## src/rtl/ghi_pkg.sv

```systemverilog
package ghi_pkg;

   // Request codes carried by req_type
   typedef enum logic [1:0] {
      OP_SAMPLE = 2'd0,
      OP_CAL    = 2'd1,
      OP_SET    = 2'd2,
      OP_SUB    = 2'd3
   } op_type;

   // Configuration register indexes and port widths
   localparam int unsigned CSR_IDX_W  = 3;
   localparam int unsigned CSR_DATA_W = 24;

   localparam logic [CSR_IDX_W-1:0] CSR_GYRO_GAIN     = 3'd0;
   localparam logic [CSR_IDX_W-1:0] CSR_ACCEL_GAIN    = 3'd1;
   localparam logic [CSR_IDX_W-1:0] CSR_SAMPLE_PERIOD = 3'd2;
   localparam logic [CSR_IDX_W-1:0] CSR_GYRO_NEGATE   = 3'd3;
   localparam logic [CSR_IDX_W-1:0] CSR_ACCEL_NEGATE  = 3'd4;

   localparam logic [23:0] GYRO_GAIN_RST     = 24'd17855;
   localparam logic [23:0] ACCEL_GAIN_RST    = 24'd156906;
   localparam logic [23:0] SAMPLE_PERIOD_RST = 24'd16777;

   // Depth of the command queue between front and back
   localparam int unsigned CMD_QUEUE_DEPTH = 2;

   typedef struct packed {
      op_type             op;
      logic signed [15:0] raw_accel;
      logic signed [15:0] raw_gyro;
      logic signed [47:0] angle_value;
   } cmd_type;

   typedef struct packed {
      logic [23:0] gyro_gain;
      logic [23:0] accel_gain;
      logic [23:0] sample_period;
      logic        gyro_negate;
      logic        accel_negate;
   } cfg_type;

endpackage

```

## src/rtl/ghi_front.sv

```systemverilog
module ghi_front (
   input  logic                clock,
   input  logic                reset,
   input  logic                req_valid,
   output logic                req_stall,
   input  logic [1:0]          req_type,
   input  logic signed [15:0]  req_raw_accel,
   input  logic signed [15:0]  req_raw_gyro,
   input  logic signed [47:0]  req_angle_value,
   output logic                cmd_valid,
   output ghi_pkg::cmd_type    cmd,
   input  logic                cmd_pop
);

   localparam int unsigned PTR_W = $clog2(ghi_pkg::CMD_QUEUE_DEPTH);
   localparam int unsigned CNT_W = $clog2(ghi_pkg::CMD_QUEUE_DEPTH + 1);
   localparam logic [CNT_W-1:0] FULL_CNT = CNT_W'(ghi_pkg::CMD_QUEUE_DEPTH);
   localparam logic [PTR_W-1:0] LAST_PTR = PTR_W'(ghi_pkg::CMD_QUEUE_DEPTH - 1);

   ghi_pkg::cmd_type  q_mem_ff [ghi_pkg::CMD_QUEUE_DEPTH];
   ghi_pkg::cmd_type  cmd_in;
   logic [PTR_W-1:0]  wr_ptr_ff, wr_ptr_in;
   logic [PTR_W-1:0]  rd_ptr_ff, rd_ptr_in;
   logic [CNT_W-1:0]  count_ff, count_in;
   logic              push;

   assign req_stall = (count_ff == FULL_CNT);
   assign push      = req_valid && !req_stall;
   assign cmd_valid = (count_ff != '0);
   assign cmd       = q_mem_ff[rd_ptr_ff];

   // Classify the request into a queued command
   always_comb begin
      cmd_in.op          = ghi_pkg::op_type'(req_type);
      cmd_in.raw_accel   = req_raw_accel;
      cmd_in.raw_gyro    = req_raw_gyro;
      cmd_in.angle_value = req_angle_value;
   end

   always_comb begin
      wr_ptr_in = wr_ptr_ff;
      rd_ptr_in = rd_ptr_ff;
      count_in  = count_ff;
      if (push) begin
         wr_ptr_in = (wr_ptr_ff == LAST_PTR) ? '0 : wr_ptr_ff + 1'b1;
      end
      if (cmd_pop) begin
         rd_ptr_in = (rd_ptr_ff == LAST_PTR) ? '0 : rd_ptr_ff + 1'b1;
      end
      if (push && !cmd_pop) begin
         count_in = count_ff + 1'b1;
      end else if (!push && cmd_pop) begin
         count_in = count_ff - 1'b1;
      end
   end

   always_ff @(posedge clock) begin
      if (reset) begin
         wr_ptr_ff <= '0;
         rd_ptr_ff <= '0;
         count_ff  <= '0;
      end else begin
         wr_ptr_ff <= wr_ptr_in;
         rd_ptr_ff <= rd_ptr_in;
         count_ff  <= count_in;
      end
   end

   always_ff @(posedge clock) begin
      if (push) begin
         q_mem_ff[wr_ptr_ff] <= cmd_in;
      end
   end

endmodule

```

## config.mk

```make
export PLATFORM = sky130hd
export DESIGN_NAME = ghi_front
export DESIGN_NICKNAME = d
export VERILOG_FILES = /design/src/rtl/ghi_pkg.sv /design/src/rtl/ghi_front.sv
export SDC_FILE = /design/constraint.sdc
export NUM_CORES = 1
export LEC_CHECK = 0
export BUFFER_PORTS_ARGS = -buffer_cell sky130_fd_sc_hd__clkbuf_2
export CORE_ASPECT_RATIO = 1.5
export CORE_MARGIN = 4
export CORE_UTILIZATION = 39
export CTS_BUF_LIST = sky130_fd_sc_hd__clkbuf_4 sky130_fd_sc_hd__clkbuf_8 sky130_fd_sc_hd__clkbuf_16
export DETAILED_ROUTE_END_ITERATION = 16
export GPL_TIMING_DRIVEN = 0
export PLACE_DENSITY_LB_ADDON = 0.12
export SLEW_MARGIN = 10
export SYNTH_ARGS = -nofsm -noshare
export SYNTH_HDL_FRONTEND = slang
export SYNTH_SLANG_ARGS = --single-unit
```

## constraint.sdc

```tcl
create_clock -name clock -period 6.6 [get_ports clock]
set_input_delay 0.33 -clock clock [delete_from_list [all_inputs] [get_ports clock]]
set_output_delay 0.33 -clock clock [all_outputs]
set_load 0.005 [all_outputs]
```

==> flow_summary.json, run 1 <==
{
  "cts_setup_buffers": 0,
  "final_nets": 557,
  "wirelength_mm": 11.3,
  "via_per_inst": 4.61,
  "cts_root_buf": "clkbuf_16",
  "seqCellArea_um2": 5020,
  "antenna_found_initial": 0,
  "post_drt_wl_per_cell_um": 16.5,
  "rr_startpoint": "count_ff[0]$_SDFFE_PP0P_",
  "yosysWarningCount": 0,
  "fin_crit_ns": 1.93,
  "synth_top_family_by_area": "multiplexers",
  "hold_class": "in2reg",
  "gp_congestion": 0.715,
  "drv_slew": 0,
  "cp_max_fo": 10,
  "ctsResizeCount": 0,
  "drv_cap": 0,
  "yosys.area_share.simple_pct": 0.792,
  "grt_pass1_wl_mm": 17.7,
  "cts-htree-levels": 4,
  "cts_tree": "done",
  "multi_input_area_um2": 1030,
  "start_util_pct": 39.6,
  "clkPwrFrac_pct": 35.5,
  "hold_viol_final": 0,
  "fill_cells": 1384,
  "hold_end": "q_mem_ff[1][20]$_DFFE_PP_",
  "ys_seq_elements": 169,
  "cts.clk_slew.worst_paths_ns": 0.07,
  "grt_pass1_vias": 3435,
  "syn-num-nets": 367,
  "rows": 56,
  "hp-start": "req_angle_value[20]",
  "cts.sinks": 169,
  "p_switching_uw": 606,
  "drt_iter0_markers": 64,
  "io_buffers": 169,
  "critical_path_arrival_ns": 1.60,
  "num_antenna_cells": 0,
  "hpwl_mm": 7.69,
  "ant_nets": 0,
  "track_usage_pct": 12.8,
  "synth-seq-area-share_pct": 81.5,
  "hold_slack_ns": 0.108,
  "comb_power_share_pct": 12.9,
  "r2r_cells": 4,
  "ir_drop_uv": 186,
  "swShare_pct": 23.7,
  "grt_max_degree": 53,
  "critPathKind": "reg2out",
  "dr.pass1.iters": 4,
  "clockBufferDepth": 2,
  "die_y_um": 162,
  "cp-end-kind": "output port",
  "r2r_end": "q_mem_ff[0][36]$_DFFE_PP_",
  "drc_errors": 0,
  "setup_violations": 0,
  "insertion_delay_ns": 0.41,
  "hold_buffers": 0,
  "critPathRequiredTime_ns": 6.27,
  "synth_compound_area_share_pct": 0.325,
  "fin_setup_tns_ns": 0,
  "avgSynthCellArea_um2": 22.0,
  "fin_crit_sh_pct": 29.2,
  "dieArea_um2": 17900,
  "ioPinCount": 170,
  "crit_path_start_kind": "flop",
  "core-area_um2": 15600,
  "p_per_area_nw_per_um2": 325,
  "grt_setup_unrepaired": "no",
  "clock_skew_ns": 0.00699,
  "yosys-mux-area-fraction_pct": 15.0,
  "r2r_setup_slack_ns": 4.68,
  "syn_inst": 280,
  "clock.fmax_mhz": 519,
  "overflow": 0,
  "synthXorXnorAreaFrac_pct": 0.426,
  "slew_headroom_pct": 67.7,
  "die_x_um": 111,
  "cts_buffers": 17,
  "synthAdderAreaFrac_pct": 0.203,
  "yosysUniqueCellTypes": 16,
  "status": "completed",
  "leakage_uw": 0.00298,
  "synth_area_um2": 6160,
  "vias": 3165,
  "tightest_slew_ns": 0.484,
  "seqPwrFrac_pct": 51.7,
  "intPower_uw": 1950,
  "area_growth_pct": 27.6,
  "drive_gt1_share_pct": 61.1,
  "holdPathStages": 1
}
[state kept, by name, indices dropped and copies added (netlist names), named ones only]
signal     count
q_mem_ff     164
count_ff       2
rd_ptr_ff      1
wr_ptr_ff      1
[worst max-delay path by stage]
stage                                         from                        end  slack [ns]  cells past startpoint
final                                         flop                    cmd[73]        4.67                      4
after global placement                   req_valid  q_mem_ff[1][32]$_DFFE_PP_        2.39                      4
after CTS                                     flop                    cmd[68]        4.62                      4
after detailed placement                 req_valid   q_mem_ff[0][8]$_DFFE_PP_        4.63                      5
after floorplan           count_ff[1]$_SDFFE_PP0P_   q_mem_ff[1][0]$_DFFE_PP_        3.64                      3
after global routing      count_ff[0]$_SDFFE_PP0P_   q_mem_ff[0][7]$_DFFE_PP_        4.55                      4
[cell usage in the layout, fill, tap and decap left out, types with 3 or more instances in the layout]
cell type  netlist  final
inv_6            0      5
clkbuf_2         0    169
clkinv_1         0      3
dfxtp_1          5      5
clkinv_4         0      4
clkbuf_16        0     17
nor2_1           4      4
buf_6            8      8
mux2_2          82     82
edfxtp_1       164    164
[cells by family after synthesis]
kind of cell,after synthesis
AO/OA/AOI/OAI,4
XOR/XNOR,3
adder cells (fa/ha/maj),1
buffers and inverters,12
flip-flops,169
multiplexers,82
AND/OR/NAND/NOR,9
[power by group through the flow]
stage	sequential, uW	combinational [uW]	clock, uW
5_1_grt	1330	364	990
4_1_cts	1320	344	937
3_3_place_gp	1360	325	0
2_1_floorplan	1350	176	0
3_5_place_dp	1350	342	0
6_report	1320	330	907
[through the flow]
step                      cell area [um^2]  total power, uW  utilization, %  std cells  setup WS (ns)
after floorplan                       6160             1520               -        280           3.64
after global placement                7260             1680            46.7        652           2.39
after detailed placement              7320             1690            47.1        654           4.63
after CTS                             7870             2600            50.6        686           4.62
after global routing                  7870             2680            50.6        686           4.55
final                                 7870             2560            50.6        686           4.67
[layout make-up]
type | instances | share of cell area (%)
clock inverters | 15 | 1.48
repair buffers | 171 | 11.5
inverters | 3 | 0.175
well taps | 203 | 3.23
clock buffers | 17 | 5.41
plain buffers | 9 | 1.24
flip-flops and latches | 169 | 63.9
multi-input cells | 99 | 13.1
[cell usage after synthesis, drive strengths merged]
cell	count	area share (%)
edfxtp	164	80
mux2	82	15
buf	9	1.6
dfxtp	5	1.6
nor2	4	0.24
inv	3	0.18
a21oi	2	0.16
o21ai	2	0.16
or3	2	0.20
xor2	2	0.28
and2	1	0.10
ha	1	0.20
nor2b	1	0.14
or2	1	0.10
xnor2	1	0.14
[metal layers]
metal  GRT usage (%)  up-vias  wire length [um]
met3            3.43       13               543
li1                -     1489                 -
met4            5.77        0               228
met5               0        -                 0
met2            23.6       90              6410
met1            13.7     1573              4140
[worst max-delay path, stage by stage, from the launching register on]
cell,delay [ns]
dfxtp_1,0.30
buf_4,0.23
buf_6,0.19
mux2_2,0.35
clkbuf_2,0.11
(Power assumes the default switching activity.)
==> run 2, diff against run 1 <==
- clock period: 6.6 -> 1.6 ns (I/O delays scaled with it)
==> run 2 against run 1 <==
The run now ends with setup timing left. Setup slack lost 4.7 ns. Sequential power grew to 4.2 times the previous value. Total power grew to 4.5 times the previous value. Die area is the same. Non-clock buffer count grew 102. Global-route usage grew 2.0 points. Via count grew 13%. Routed wire length grew 20%. Count of clock-buffer cells in the layout grew 2. Combinational power grew to 6.5 times the previous value. First-iteration DRC count grew 25%. Clock skew grew 0.0019 ns. Critical path type unchanged. Largest cell class unchanged. Highest routed layer unchanged.
==> flow_summary.json, run 2 (same netlist as run 1, synthesis figures left out) <==
{
  "status": "complete, but fails checks",
  "violations": "setup timing",
  "die_x_um": 111,
  "fill_cells": 1220,
  "p_per_area_nw_per_um2": 1200,
  "post_drt_wl_per_cell_um": 17.2,
  "tightest_slew_ns": 0.348,
  "via_per_inst": 4.53,
  "largest_register_ffs": 164,
  "drv_cap": 0,
  "cp_max_fo": 7,
  "ioPinCount": 170,
  "r2r_setup_slack_ns": 0.03,
  "rr_startpoint": "count_ff[1]$_SDFFE_PP0P_",
  "core-area_um2": 15600,
  "regMostFlops": "q_mem_ff",
  "io_buffers": 169,
  "cts.sinks": 169,
  "fin_crit_sh_pct": 102,
  "start_util_pct": 39.6,
  "insertion_delay_ns": 0.42,
  "grt_pass1_vias": 3987,
  "grt_setup_unrepaired": "yes",
  "clock_skew_ns": 0.00894,
  "critical_path_buf_inv_count": 3,
  "critPathMaxStageDelay_ns": 0.40,
  "drt_iter0_markers": 80,
  "layout_common_cells": "clkbuf_2 (164), edfxtp_1 (164), dlygate4sd3_1 (84)",
  "crit_end": "cmd[49]",
  "hpwl_mm": 7.82,
  "track_usage_pct": 14.8,
  "top_usage_layer": "met2",
  "wirelength_mm": 13.6,
  "fin_setup_tns_ns": -0.897,
  "num_antenna_cells": 0,
  "critPathKind": "reg2out",
  "post_layout_nonfiller_instances": 792,
  "gp_congestion": 0.690,
  "fin_crit_ns": 1.63,
  "reg_top3": "q_mem_ff x164, count_ff x2",
  "met3_usage_pct": 4.36,
  "drive_gt1_share_pct": 55.2,
  "hold_slack_ns": 0.0923,
  "hold_class": "in2reg",
  "cts_buffers": 17,
  "cts_root_buf": "clkbuf_16",
  "leakage_uw": 0.00386,
  "critPathRequiredTime_ns": 1.52,
  "placed_area_um2": 7320,
  "hold_viol_final": 0,
  "critical_path_arrival_ns": 1.55,
  "crit_path_start_kind": "flop",
  "overflow": 0,
  "antenna_found_initial": 0,
  "cts.clk_slew.worst_paths_ns": 0.06,
  "grt_max_degree": 42,
  "cts-htree-levels": 4,
  "critPathTopFamily": "buffers and inverters",
  "drv_slew": 0,
  "slew_headroom_pct": 76.8,
  "ant_nets": 0,
  "placedCellCount": 654,
  "dieArea_um2": 17900,
  "rows": 56,
  "cp-end-kind": "output port",
  "crit_chain": "buf_16 > clkbuf_16 > mux2_4 > clkbuf_2",
  "clockBufferDepth": 2,
  "r2r_end": "q_mem_ff[0][37]$_DFFE_PP_",
  "ir_drop_uv": 671,
  "vias": 3589,
  "met1_usage_pct": 15.7,
  "setup_slack_ns": -0.0309,
  "r2r_cells": 5,
  "setup_violations": 65,
  "final_nets": 663,
  "area_growth_pct": 54.8,
  "grt_pass1_wl_mm": 20.5,
  "grt_util_met2_pct": 27.7,
  "cts_tree": "done",
  "clock.fmax_mhz": 613,
  "fin_area_um2": 9540,
  "worst_path_max_delay_cell": "dfxtp_4",
  "die_y_um": 162,
  "drc_errors": 0,
  "cp.depth": 4,
  "dr.pass1.iters": 4
}
-- run 2: through the flow --
stage                     util (%)  power [uW]  setup slack (ns)
after CTS                     59.1       11300           -0.0884
after global routing          61.3       11900           -0.0930
after floorplan                  -        6290            -0.587
after global placement        46.8        6920             -1.39
final                         61.3       11400           -0.0309
after detailed placement      47.1        6980            -0.401
-- run 2: area by class of cell --
type | count | area, um^2 | area share, %
inverter | 3 | 15.0 | 0.157
buffer | 9 | 175 | 1.84
tap | 203 | 254 | 2.66
clock inverter | 13 | 114 | 1.19
multi-input combinational | 102 | 1370 | 14.4
timing repair inverter | 1 | 7.51 | 0.0787
timing repair buffer | 273 | 2130 | 22.3
sequential | 169 | 5030 | 52.7
clock buffer | 19 | 440 | 4.62
-- run 2: worst min-delay path by stage --
stage / start / endpoint / slack, ns / cells past startpoint
after global placement: req_raw_accel[7] / q_mem_ff[1][71]$_DFFE_PP_ / 0.27 / 1
after global routing: req_valid / wr_ptr_ff$_SDFFE_PP0N_ / 0.12 / 4
after detailed placement: req_angle_value[5] / q_mem_ff[1][5]$_DFFE_PP_ / 0.27 / 1
after floorplan: reset / count_ff[1]$_SDFFE_PP0P_ / 0.14 / 1
final: req_valid / wr_ptr_ff$_SDFFE_PP0N_ / 0.09 / 4
after CTS: req_valid / wr_ptr_ff$_SDFFE_PP0N_ / 0.07 / 4
-- run 2: worst reg2reg max path, stage by stage (launching register included) --
cell and delay, ns:
dfxtp_2 0.33, nor2b_4 0.14, or3_4 0.38, clkinvlp_4 0.12, buf_6 0.11, buf_12 0.18
-- run 2: where the power goes --
group | switching (uW) | internal [uW] | leakage, uW | total (uW)
sequential | 125 | 5370 | 0.00157 | 5490
combinational | 865 | 1280 | 0.00201 | 2140
clock | 1720 | 2070 | 0.000274 | 3790
total | 2710 | 8710 | 0.00386 | 11400
-- run 2: what timing repair did --
item / in CTS / in global routing
endpoints found under the hold margin: 169 / 0
hold buffers: 84 / 0
setup buffers: 3 / 2
pin swaps: 2 / 1
gates cloned: 6 / 11
resized for setup: 97 / 22
setup endpoints to repair: 244 / 158
-- run 2: layer usage --
| metal | part of all wire, % | routed length, um |
|---|---|---|
| met1 | 38 | 5200 |
| met2 | 56 | 7670 |
| met3 | 4.4 | 594 |
| met4 | 1.1 | 144 |
| met5 | 0 | 0 |
==> run 3, diff against run 2 <==
- CAP_MARGIN: unset -> 20
- CORE_MARGIN: 4 -> unset
- CORE_UTILIZATION: 39 -> 30
==> run 3 against run 2 <==
Highest routed layer is now met5. Clock skew rose by 0.0019 ns. Via count increased by 0.53%. Largest cell class unchanged. The run still ends with setup timing left. Critical path depth is the same. Sequential share of layout area shrank 0.75 points.
==> flow_summary.json, run 3 (same netlist as run 1, synthesis figures left out) <==
{
  "start_util_pct": 30.9,
  "final_common_cell": "edfxtp_1",
  "grt_pass1_vias": 3964,
  "cp-end-kind": "output port",
  "rr_startpoint": "wr_ptr_ff$_SDFFE_PP0N_",
  "layout_common_cells": "edfxtp_1 (164), clkbuf_2 (159), dlygate4sd3_1 (85)",
  "reg_top3": "q_mem_ff x164, count_ff x2",
  "fill_cells": 1724,
  "fin_crit_ns": 1.65,
  "via_per_inst": 4.27,
  "grt_pass1_wl_mm": 20.7,
  "dieArea_um2": 21100,
  "drive_gt1_share_pct": 54.6,
  "rows": 63,
  "regMostFlops": "q_mem_ff",
  "p_per_area_nw_per_um2": 1260,
  "dr.pass1.iters": 4,
  "crit_path_start_kind": "flop",
  "status": "complete, but fails checks",
  "clock.fmax_mhz": 607,
  "drt_iter0_markers": 109,
  "gp_congestion": 0.668,
  "setup_violations": 70,
  "cts_buffers": 17,
  "hold_viol_final": 0,
  "clock_skew_ns": 0.0108,
  "grt_setup_unrepaired": "yes",
  "seqPwrFrac_pct": 45.1,
  "wirelength_mm": 13.7,
  "cp_max_fo": 10,
  "swShare_pct": 21.6,
  "antenna_found_initial": 1,
  "hold_slack_ns": 0.0666,
  "ioPinCount": 170,
  "cts_tree": "done",
  "insertion_delay_ns": 0.43,
  "fin_crit_sh_pct": 103,
  "tightest_slew_ns": 0.373,
  "cts.clk_slew.worst_paths_ns": 0.06,
  "largest_register_ffs": 164,
  "cts.sinks": 169,
  "cts-htree-levels": 4,
  "seqCellArea_um2": 5030,
  "intPower_uw": 9540,
  "ir_drop_uv": 615,
  "num_antenna_cells": 0,
  "cts_root_buf": "clkbuf_16",
  "comb_power_share_pct": 17.4,
  "hp-start": "req_valid",
  "vias": 3608,
  "final_nets": 658,
  "critPathRequiredTime_ns": 1.52,
  "critPathKind": "reg2out",
  "core-area_um2": 19900,
  "setup_slack_ns": -0.0469,
  "hpwl_mm": 8.06,
  "die_y_um": 178,
  "leakage_uw": 0.00389,
  "critical_path_arrival_ns": 1.57,
  "ant_nets": 0,
  "io_buffers": 169,
  "die_x_um": 119,
  "track_usage_pct": 13.4,
  "clkPwrFrac_pct": 37.5,
  "post_drt_wl_per_cell_um": 16.3,
  "drc_errors": 0,
  "clockBufferDepth": 2,
  "overflow": 0,
  "drv_cap": 0,
  "finalPower_uw": 12200,
  "violations": "setup timing",
  "fin_setup_tns_ns": -1.84,
  "final_util_pct": 48.5,
  "grt_max_degree": 39,
  "slew_headroom_pct": 75.2,
  "area_growth_pct": 57.0,
  "p_switching_uw": 2630,
  "multi_input_area_um2": 1370,
  "drv_slew": 0,
  "hold_class": "in2reg"
}
-- run 3: cell count changes in the layout (fill, tap and decap cells not counted), moves of 4 or more --
cell | before | now
buf_6 | 7 | 11
bufinv_16 | 0 | 5
clkbuf_2 | 164 | 159
inv_6 | 4 | 0
clkbuf_16 | 26 | 22
-- run 3: metrics by stage --
step / cell area (um^2) / worst slack [ns] / std cells
5_1_grt: 9680 / -0.113 / 844
6_report: 9680 / -0.0469 / 844
2_1_floorplan: 6180 / -0.587 / 280
3_5_place_dp: 7440 / -0.359 / 713
3_3_place_gp: 7350 / -1.51 / 709
4_1_cts: 9390 / -0.0905 / 836
-- run 3: per-layer routing --
metal / GRT usage (%) / up-vias / routed length (um) / part of all wire [%]
li1: - / 1698 / - / -
met1: 13.3 / 1793 / 5020 / 37
met2: 24.9 / 96 / 7740 / 56
met3: 4.24 / 19 / 707 / 5.1
met4: 6.65 / 2 / 261 / 1.9
met5: 0 / - / 13 / 0.095
-- run 3: power by group through the flow --
stage / Sequential, uW / Clock, uW / Combinational [uW]
detailed placement: 5560 / 0 / 1470
global placement: 5570 / 0 / 1370
finish: 5490 / 4570 / 2110
floorplan: 5540 / 0 / 743
global route: 5530 / 4830 / 2290
CTS: 5490 / 4700 / 1960
-- run 3: cell type report --
| type | instances | area share, % |
|---|---|---|
| multi-input cells | 101 | 14.1 |
| clock inverters | 11 | 1.99 |
| well taps | 260 | 3.36 |
| inverters | 3 | 0.155 |
| flip-flops and latches | 169 | 52.0 |
| clock buffers | 21 | 4.90 |
| plain buffers | 9 | 1.86 |
| repair buffers | 270 | 21.6 |
-- run 3: repair_timing --
action                     in CTS  in global routing
pin swaps                       1                  2
hold endpoints to repair      169                  0
gates resized for setup        89                 38
cloned                          4                  5
setup endpoints to repair     231                131
hold buffers                   85                  0
setup buffers                   2                  3
-- run 3: critical path, stage by stage (launching register included) --
cell and delay (ns):
dfxtp_4 0.39, buf_12 0.17, buf_12 0.16, mux2_4 0.31, clkbuf_2 0.12
-- run 3: worst paths after layout --
path | cells after the start | endpoint | slack (ns)
min reg2reg | 2 | count_ff[1]$_SDFFE_PP0P_ | 0.52
max | 4 | cmd[65] | -0.05
min | 4 | wr_ptr_ff$_SDFFE_PP0N_ | 0.07
max reg2reg | 4 | q_mem_ff[0][13]$_DFFE_PP_ | 0.05
